===== src/rtl/bwmh_pkg.sv =====
// Shared types and constants for the bootloader write-memory host block.
package bwmh_pkg;

   // Buffer geometry
   localparam int BUF_DEPTH = 256;
   localparam int BUF_AW    = $clog2(BUF_DEPTH);
   localparam int CNT_W     = BUF_AW + 1;

   // Largest block in bytes (4 to BUF_DEPTH)
   localparam logic [CNT_W-1:0] BLOCK_SIZE = CNT_W'(256);

   // Protocol bytes
   localparam logic [7:0] ACK_BYTE  = 8'h79;
   localparam logic [7:0] PAD_BYTE  = 8'hFF;
   localparam logic [7:0] CMD_BYTE0 = 8'h31;
   localparam logic [7:0] CMD_BYTE1 = 8'hCE;

   // Input item kinds
   localparam logic [2:0] KIND_START    = 3'd0;
   localparam logic [2:0] KIND_DATA     = 3'd1;
   localparam logic [2:0] KIND_END      = 3'd2;
   localparam logic [2:0] KIND_RX_BYTE  = 3'd3;
   localparam logic [2:0] KIND_TX_READY = 3'd4;

   // Result status codes
   localparam logic [2:0] STAT_IDLE       = 3'd0;
   localparam logic [2:0] STAT_BUSY       = 3'd1;
   localparam logic [2:0] STAT_DONE       = 3'd2;
   localparam logic [2:0] STAT_NACK       = 3'd3;
   localparam logic [2:0] STAT_UNEXPECTED = 3'd4;

   typedef enum logic [3:0] {
      PH_IDLE,
      PH_FILL,
      PH_CMD0,
      PH_CMD1,
      PH_ACK_CMD,
      PH_ADDR,
      PH_ACK_ADDR,
      PH_LEN,
      PH_DATA,
      PH_CSUM,
      PH_ACK_DATA,
      PH_DONE,
      PH_ERROR
   } phase_type;

   typedef struct packed {
      logic [2:0]  kind;
      logic [31:0] target_address;
      logic [7:0]  data_byte;
   } req_payload_type;

   typedef struct packed {
      logic       tx_valid;
      logic [7:0] tx_byte;
      logic       want_data;
      logic [2:0] status;
   } rsp_payload_type;

   // Buffer access from the sequencer
   typedef struct packed {
      logic              wr_en;
      logic [BUF_AW-1:0] wr_addr;
      logic [7:0]        wr_data;
      logic [BUF_AW-1:0] rd_addr;
   } buf_req_type;

endpackage


===== src/rtl/bootloader_write_memory_host.sv =====
// Each result beat is registered and offered in the cycle after its request beat is accepted.
// Throughput: one request beat per cycle; a held result does not block the next
//   request unless the result channel is stalled.
// The data pull reads the block buffer through a registered read port prefetched ahead.
// Reset (synchronous) clears control state; buffer contents stay undefined, no sweep.
module bootloader_write_memory_host
   import bwmh_pkg::*;
(
   input  logic            clock,
   input  logic            reset,
   input  logic            req_valid,
   output logic            req_stall,
   input  req_payload_type req_payload,
   output logic            rsp_valid,
   input  logic            rsp_stall,
   output rsp_payload_type rsp_payload
);

   logic            req_accept;
   buf_req_type     buf_req;
   logic [7:0]      rd_data;
   rsp_payload_type rsp_next;
   logic            rsp_valid_ff, rsp_valid_in;
   rsp_payload_type rsp_payload_ff;

   assign req_stall  = rsp_valid_ff & rsp_stall;
   assign req_accept = req_valid & ~req_stall;

   bwmh_ctrl u_ctrl (
      .clock      (clock),
      .reset      (reset),
      .req_accept (req_accept),
      .req        (req_payload),
      .rd_data    (rd_data),
      .buf_req    (buf_req),
      .rsp_next   (rsp_next)
   );

   bwmh_buf u_buf (
      .clock   (clock),
      .buf_req (buf_req),
      .rd_data (rd_data)
   );

   // Result register
   assign rsp_valid_in = req_stall ? rsp_valid_ff : req_valid;

   always_ff @(posedge clock) begin
      if (reset) begin
         rsp_valid_ff <= 1'b0;
      end else begin
         rsp_valid_ff <= rsp_valid_in;
      end
   end

   always_ff @(posedge clock) begin
      if (req_accept) begin
         rsp_payload_ff <= rsp_next;
      end
   end

   assign rsp_valid   = rsp_valid_ff;
   assign rsp_payload = rsp_payload_ff;

endmodule


===== src/rtl/bwmh_buf.sv =====
// Block buffer: single write port, one registered read port with write forwarding.
module bwmh_buf
   import bwmh_pkg::*;
(
   input  logic        clock,
   input  buf_req_type buf_req,
   output logic [7:0]  rd_data
);

   logic [7:0] mem [BUF_DEPTH];
   logic [7:0] rd_data_ff;

   // Write port
   always_ff @(posedge clock) begin
      if (buf_req.wr_en) begin
         mem[buf_req.wr_addr] <= buf_req.wr_data;
      end
   end

   // Read port; a same-cycle write to the read address is forwarded
   always_ff @(posedge clock) begin
      if (buf_req.wr_en && (buf_req.wr_addr == buf_req.rd_addr)) begin
         rd_data_ff <= buf_req.wr_data;
      end else begin
         rd_data_ff <= mem[buf_req.rd_addr];
      end
   end

   assign rd_data = rd_data_ff;

endmodule


===== src/rtl/bwmh_ctrl.sv =====
// Exchange sequencer: phase, counters, address and checksum, buffer access.
module bwmh_ctrl
   import bwmh_pkg::*;
(
   input  logic            clock,
   input  logic            reset,
   input  logic            req_accept,
   input  req_payload_type req,
   input  logic [7:0]      rd_data,
   output buf_req_type     buf_req,
   output rsp_payload_type rsp_next
);

   phase_type        phase_ff,      phase_in;
   logic [CNT_W-1:0] fill_count_ff, fill_count_in;
   logic [CNT_W-1:0] raw_count_ff,  raw_count_in;
   logic [CNT_W-1:0] send_index_ff, send_index_in;
   logic [31:0]      address_ff,    address_in;
   logic [7:0]       xor_ff,        xor_in;
   logic             data_ended_ff, data_ended_in;

   logic             tx_valid;
   logic [7:0]       tx_byte;
   logic             unexpected;
   logic [CNT_W-1:0] fill_next;
   logic [CNT_W-1:0] index_next;
   logic [2:0]       cur_status;

   // Round a byte count up to a multiple of four
   function automatic logic [CNT_W-1:0] pad4(input logic [CNT_W-1:0] n);
      logic [CNT_W-1:0] s;
      s = n + CNT_W'(3);
      return {s[CNT_W-1:2], 2'b00};
   endfunction

   // Control state
   always_ff @(posedge clock) begin
      if (reset) begin
         phase_ff      <= PH_IDLE;
         fill_count_ff <= '0;
         raw_count_ff  <= '0;
         send_index_ff <= '0;
         address_ff    <= '0;
         xor_ff        <= '0;
         data_ended_ff <= 1'b0;
      end else begin
         phase_ff      <= phase_in;
         fill_count_ff <= fill_count_in;
         raw_count_ff  <= raw_count_in;
         send_index_ff <= send_index_in;
         address_ff    <= address_in;
         xor_ff        <= xor_in;
         data_ended_ff <= data_ended_in;
      end
   end

   assign fill_next  = fill_count_ff + CNT_W'(1);
   assign index_next = send_index_ff + CNT_W'(1);

   // Next state and result for the accepted beat
   always_comb begin
      phase_in      = phase_ff;
      fill_count_in = fill_count_ff;
      raw_count_in  = raw_count_ff;
      send_index_in = send_index_ff;
      address_in    = address_ff;
      xor_in        = xor_ff;
      data_ended_in = data_ended_ff;
      tx_valid      = 1'b0;
      tx_byte       = '0;
      unexpected    = 1'b0;
      buf_req.wr_en   = 1'b0;
      buf_req.wr_addr = fill_count_ff[BUF_AW-1:0];
      buf_req.wr_data = req.data_byte;

      if (req_accept) begin
         unique case (req.kind)
            KIND_START: begin
               address_in    = req.target_address;
               fill_count_in = '0;
               raw_count_in  = '0;
               send_index_in = '0;
               xor_in        = '0;
               data_ended_in = 1'b0;
               phase_in      = PH_FILL;
            end
            KIND_DATA: begin
               if (phase_ff == PH_FILL) begin
                  buf_req.wr_en = 1'b1;
                  raw_count_in  = fill_next;
                  fill_count_in = fill_next;
                  if (fill_next >= BLOCK_SIZE) begin
                     fill_count_in = pad4(fill_next);
                     phase_in      = PH_CMD0;
                  end
               end else begin
                  unexpected = 1'b1;
               end
            end
            KIND_END: begin
               if (phase_ff == PH_FILL) begin
                  if (fill_count_ff == '0) begin
                     phase_in = PH_DONE;
                  end else begin
                     data_ended_in = 1'b1;
                     fill_count_in = pad4(fill_count_ff);
                     phase_in      = PH_CMD0;
                  end
               end else begin
                  unexpected = 1'b1;
               end
            end
            KIND_RX_BYTE: begin
               if (phase_ff == PH_ACK_CMD || phase_ff == PH_ACK_ADDR ||
                   phase_ff == PH_ACK_DATA) begin
                  if (req.data_byte != ACK_BYTE) begin
                     phase_in = PH_ERROR;
                  end else if (phase_ff == PH_ACK_CMD) begin
                     send_index_in = '0;
                     xor_in        = '0;
                     phase_in      = PH_ADDR;
                  end else if (phase_ff == PH_ACK_ADDR) begin
                     phase_in = PH_LEN;
                  end else begin
                     address_in    = address_ff + 32'(fill_count_ff);
                     fill_count_in = '0;
                     raw_count_in  = '0;
                     send_index_in = '0;
                     phase_in      = data_ended_ff ? PH_DONE : PH_FILL;
                  end
               end else begin
                  unexpected = 1'b1;
               end
            end
            KIND_TX_READY: begin
               tx_valid = 1'b1;
               unique case (phase_ff)
                  PH_CMD0: begin
                     tx_byte  = CMD_BYTE0;
                     phase_in = PH_CMD1;
                  end
                  PH_CMD1: begin
                     tx_byte  = CMD_BYTE1;
                     phase_in = PH_ACK_CMD;
                  end
                  PH_ADDR: begin
                     if (send_index_ff < CNT_W'(4)) begin
                        unique case (send_index_ff[1:0])
                           2'd0:    tx_byte = address_ff[31:24];
                           2'd1:    tx_byte = address_ff[23:16];
                           2'd2:    tx_byte = address_ff[15:8];
                           default: tx_byte = address_ff[7:0];
                        endcase
                        xor_in        = xor_ff ^ tx_byte;
                        send_index_in = index_next;
                     end else begin
                        tx_byte  = xor_ff;
                        phase_in = PH_ACK_ADDR;
                     end
                  end
                  PH_LEN: begin
                     tx_byte       = 8'(fill_count_ff - CNT_W'(1));
                     xor_in        = tx_byte;
                     send_index_in = '0;
                     phase_in      = PH_DATA;
                  end
                  PH_DATA: begin
                     // bytes past the raw count are padding
                     tx_byte       = (send_index_ff < raw_count_ff) ? rd_data : PAD_BYTE;
                     xor_in        = xor_ff ^ tx_byte;
                     send_index_in = index_next;
                     if (index_next >= fill_count_ff) begin
                        phase_in = PH_CSUM;
                     end
                  end
                  PH_CSUM: begin
                     tx_byte  = xor_ff;
                     phase_in = PH_ACK_DATA;
                  end
                  default: begin
                     tx_valid = 1'b0;
                  end
               endcase
            end
            default: begin
               unexpected = 1'b1;
            end
         endcase
      end

      // prefetch the entry the next data pull will need
      buf_req.rd_addr = send_index_in[BUF_AW-1:0];
   end

   // Status after the beat
   always_comb begin
      unique case (phase_in)
         PH_IDLE:  cur_status = STAT_IDLE;
         PH_DONE:  cur_status = STAT_DONE;
         PH_ERROR: cur_status = STAT_NACK;
         default:  cur_status = STAT_BUSY;
      endcase
   end

   assign rsp_next.tx_valid  = tx_valid;
   assign rsp_next.tx_byte   = tx_byte;
   assign rsp_next.want_data = (phase_in == PH_FILL);
   assign rsp_next.status    = unexpected ? STAT_UNEXPECTED : cur_status;

   // Checks
   a_raw_le_fill: assert property (@(posedge clock) disable iff (reset)
      raw_count_ff <= fill_count_ff)
      else $error("raw count exceeds padded count");

   a_padded: assert property (@(posedge clock) disable iff (reset)
      (phase_ff != PH_FILL) |-> (fill_count_ff[1:0] == 2'b00))
      else $error("block size not a multiple of four after close");

   a_wr_in_fill: assert property (@(posedge clock) disable iff (reset)
      buf_req.wr_en |-> (phase_ff == PH_FILL && req.kind == KIND_DATA))
      else $error("buffer write outside fill");

   a_data_index: assert property (@(posedge clock) disable iff (reset)
      (phase_ff == PH_DATA) |-> (send_index_ff < fill_count_ff))
      else $error("data index past block end");

endmodule


===== config.mk =====
export PLATFORM = sky130hd
export DESIGN_NAME = bootloader_write_memory_host
export DESIGN_NICKNAME = d
export VERILOG_FILES = /design/src/rtl/bwmh_pkg.sv /design/src/rtl/bootloader_write_memory_host.sv /design/src/rtl/bwmh_buf.sv /design/src/rtl/bwmh_ctrl.sv
export SDC_FILE = /design/constraint.sdc
export NUM_CORES = 2
export LEC_CHECK = 0
export ABC_AREA = 1
export BUFFER_PORTS_ARGS = -buffer_cell sky130_fd_sc_hd__buf_2
export CAP_MARGIN = 40
export CORE_ASPECT_RATIO = 1.1
export CORE_MARGIN = 2
export CORE_UTILIZATION = 37
export CTS_CLUSTER_SIZE = 10
export DETAILED_ROUTE_END_ITERATION = 16
export MAX_ROUTING_LAYER = met4
export RECOVER_POWER = 25
export SLEW_MARGIN = 40
export SYNTH_ARGS = -nofsm -noshare
export SYNTH_HDL_FRONTEND = slang
export SYNTH_HIERARCHICAL = 1
export SYNTH_SLANG_ARGS = --single-unit
export TNS_END_PERCENT = 100

===== constraint.sdc =====
create_clock -name clock -period 4.1 [get_ports clock]
set_clock_uncertainty 0.15 [all_clocks]
set_input_delay 0.615 -clock clock [delete_from_list [all_inputs] [get_ports clock]]
set_output_delay 0.615 -clock clock [all_outputs]
set_load 0.02 [all_outputs]

==> summary.md <==
| Metric | Value |
|---|---|
| Status | `complete, but fails checks` |
| Failing checks | `capacitance limit, slew limit` |
| Synthesized area | `90700 um2` |
| FF+latch count, synth | `2142` |
| Crit Path Category | `register to register` |
| Post-synth cell types | `59` |
| Setup Fix Bufs, Post-CTS | `0` |
| Worst EP arrival | `4.48 ns` |
| Syn_nets | `8249` |
| Switching pwr | `9.02 mW` |
| VDD IR max | `0.422 mV` |
| P_leak | `35.5 nW` |
| Syn Inst Count | `8167` |
| Maxcap violations | `10` |
| H-tree Lvls | `4` |
| Switching Fraction | `0.207` |
| Final period utilization | `0.960` |
| GRT Total Usage | `0.210` |
| GRT overflow | `0` |
| Pint | `34.6 mW` |
| Die extent in x | `476 um` |
| Startpoint types | `register` |
| CTS Buffer Depth | `3` |
| Total CTS buffers | `235` |
| Final min period | `3.94 ns` |
| Least-Margin Pin Slew | `3.08 ns` |
| Sequential element share of the synthesized area | `0.700` |
| Combinational share of power | `0.021` |
| CORE AREA | `244000 um2` |
| Fillers | `22700` |
| Crit end category | `register` |
| Avg Cell Area, Syn | `11.1 um2` |
| Via/cell ratio | `5.42` |
| Endpoints failing hold | `0` |
| Critical Path RT | `4.65 ns` |
| RSZ-0062 raised after global routing | `false` |
| I/O Pins | `62` |
| Post-DP HPWL | `154000 um` |
| Fraction of registers with async set/reset | `0` |
| Placement Setup Slack | `0.334 ns` |
| Initial antenna violation count | `6` |
| Worst Hold Launch | `req_payload[22]` |
| CTS tree | `done` |
| Post-route DRC | `0` |
| Root buf cell | `clkbuf_16` |
| Total length of routed wires | `259000 um` |
| Drt wl/cell | `22.3 um` |
| Yosys warns | `6` |
| Drt pass-1 iters | `5` |
| CP max FO | `80` |
| First-pass GRT wire length | `386000 um` |
| Sequential power share | `0.552` |
| I/O Buffers | `61` |
| CTS sink count | `2142` |
| Largest net degree at the start of global routing | `170` |
| # rows | `190` |
| Gpl congestion | `0.920` |
| Antenna-violating nets left | `0` |
| Clk_lat worst skew | `0.90 ns` |
| Setup ws final | `0.163 ns` |
| Nets | `8341` |
| Die area | `249000 um2` |
| Die Ht | `523 um` |
| Initial Util | `0.372` |
| Max Slew Vio Count | `663` |
| Min-delay worst type | `input port to register` |
| Max_slew headroom | `-1.05` |
| Clock power share | `0.427` |
| Area Overhead vs Synth | `12.5%` |
| Setup TNS Final | `0 ns` |
| Layout cells sized above 1 | `0.0824` |
| Via count | `62900` |
| Number of DRC markers in iteration 0 | `6497` |
| Clock transition at path regs | `0.06 ns` |
| Post-synth EDFFs | `2061` |
| Maximum clock frequency | `0.254 GHz` |
| Number of global-route vias before repair | `60400` |
| Prevailing post-synth register cell | `edfxtp_1` |
| Setup-failing EPs final | `0` |
| P per Cell Area | `427 nW/um2` |
[stage by stage]
| step | hold slack, ns | instance area, um2 | total power, mW | utilization | instances |
|---|---|---|---|---|---|
| detailed placement | 0.321 | 95300 | 25.4 | 0.391 | 11300 |
| CTS | 0.0122 | 102000 | 43.9 | 0.419 | 11600 |
| finish | 0.0639 | 102000 | 43.6 | 0.419 | 11600 |
| global placement | 0.310 | 95200 | 25.4 | 0.391 | 11300 |
| global route | 0.0621 | 102000 | 44.8 | 0.419 | 11600 |
| floorplan | 0.285 | 90700 | 25.0 | - | 8167 |
[power groups by stage]
stage	registers, mW	clock network [mW]	logic (mW)
floorplan	24.5	0	0.463
global placement	24.5	0	0.885
detailed placement	24.5	0	0.906
CTS	24.0	18.9	0.929
global route	24.1	19.7	0.995
finish	24.1	18.6	0.923
[cell usage after synthesis (all sizes together) (2+ instances only)]
| cell | n | area share |
|---|---|---|
| o211ai | 5 | 0.00041 |
| edfxtp | 2061 | 0.68 |
| a221oi | 2 | 0.00019 |
| nand2 | 2438 | 0.10 |
| inv | 172 | 0.0071 |
| nand4 | 19 | 0.0014 |
| nand3b | 8 | 0.00080 |
| a21oi | 94 | 0.0056 |
| nor3 | 20 | 0.0015 |
| dfxtp | 81 | 0.018 |
| a41oi | 5 | 0.00048 |
| nor4 | 4 | 0.00028 |
| ha | 34 | 0.0047 |
| buf | 403 | 0.025 |
| clkbuf | 132 | 0.0055 |
| o22ai | 2 | 0.00014 |
| a211oi | 12 | 0.0011 |
| a21boi | 2 | 0.00017 |
| a31oi | 17 | 0.0012 |
| nor2 | 429 | 0.018 |
| xnor2 | 7 | 0.00068 |
| a21o | 3 | 0.00025 |
| o2111ai | 2 | 0.00019 |
| o221ai | 5 | 0.00048 |
| xor2 | 10 | 0.00097 |
| or2 | 8 | 0.00055 |
| o21ai | 79 | 0.0044 |
| o21bai | 2 | 0.00029 |
| nand3 | 2105 | 0.12 |
[final timing paths]
check / endpoint / depth (start not counted) / slack (ns)
max reg2reg: u_ctrl/xor_ff[0] / 17 / 0.16
min reg2reg: u_ctrl/raw_count_ff[4] / 2 / 0.33
min: u_ctrl/address_ff[14] / 5 / 0.06
max: u_ctrl/xor_ff[0] / 17 / 0.16
[cell usage in the layout (no fill, tap or decap), types with 7 or more instances in the layout]
cell type	synthesis	final
a211oi_1	10	10
a21oi_1	89	89
a31oi_1	17	17
buf_12	0	37
buf_2	277	53
buf_4	66	243
clkbuf_1	129	55
clkbuf_16	0	236
clkbuf_2	3	8
clkinv_16	0	7
dfxtp_1	81	74
dlygate4sd3_1	0	27
edfxtp_1	2061	2061
ha_1	34	34
inv_1	156	155
inv_2	15	13
nand2_1	2429	2429
nand2_2	7	7
nand3_1	2102	2102
nand3b_1	7	7
nand4_1	18	18
nor2_1	420	411
nor2_2	8	17
nor3_1	16	15
o21ai_0	68	67
o21ai_1	10	11
or2_2	7	7
xnor2_1	7	7
xor2_1	10	10
[state kept, by name, summed over array words and instances, names as in the netlist, named ones only]
name and count:
rsp_payload 13, rsp_valid 1, u_buf/mem 2048, u_ctrl/address_ff 32, u_ctrl/data_ended_ff 1, u_ctrl/fill_count_ff 9, u_ctrl/phase_ff 4, u_ctrl/raw_count_ff 9
u_ctrl/send_index_ff 9, u_ctrl/xor_ff 8
[worst max-delay path, cell delays in order (launching register included)]
cell     delay (ns)
dfxtp_4        0.42
inv_8          0.28
buf_12         0.40
nand3_1        0.14
nand3_1        0.15
nand3_1        0.16
nand3_1        0.16
nand3_1        0.23
nand3_1        0.24
nand2_1        0.28
nand2_1        0.16
nand2_1        0.07
o21ai_0        0.41
nand2_1        0.09
nand2_1        0.08
nand3_1        0.06
nand3_1        0.09
a21oi_1        0.06
[routing by layer]
metal | share of wire | GRT usage | vias up
met3 | 0.073 | 0.0314 | 530
li1 | - | - | 28800
met5 | 0 | - | -
met1 | 0.41 | 0.273 | 30900
met4 | 0.038 | 0.0789 | 0
met2 | 0.48 | 0.334 | 2657
[layout make-up]
class                   instances  area, um2  area share
well taps                    3264       4080      0.0400
multi-input cells            5318      23800       0.233
repair buffers                390       3420      0.0335
diodes                          5       12.5    0.000123
clock buffers                 285       6090      0.0597
clock inverters                22        383     0.00375
inverters                     172        679     0.00666
flip-flops and latches       2142      63500       0.623
[what timing repair did]
| action | CTS | global route |
|---|---|---|
| hold buffers | 27 | 0 |
| endpoints found under the setup margin | 0 | 2 |
| gates resized for setup | 0 | 3 |
| hold endpoints to repair | 140 | 0 |
[cells by family (layout without fill, tap and decap cells)]
kind of cell    Yosys count  count (layout)  synth area share
compound gates          235             235            0.0153
xor+xnor                 17              17           0.00164
fa+ha+maj                35              35           0.00491
buf+inv                 707             869            0.0375
flops                  2142            2142             0.700
other cells               0               5                 0
simple gates           5031            5031             0.240
Power figures use the tool's default switching activity.
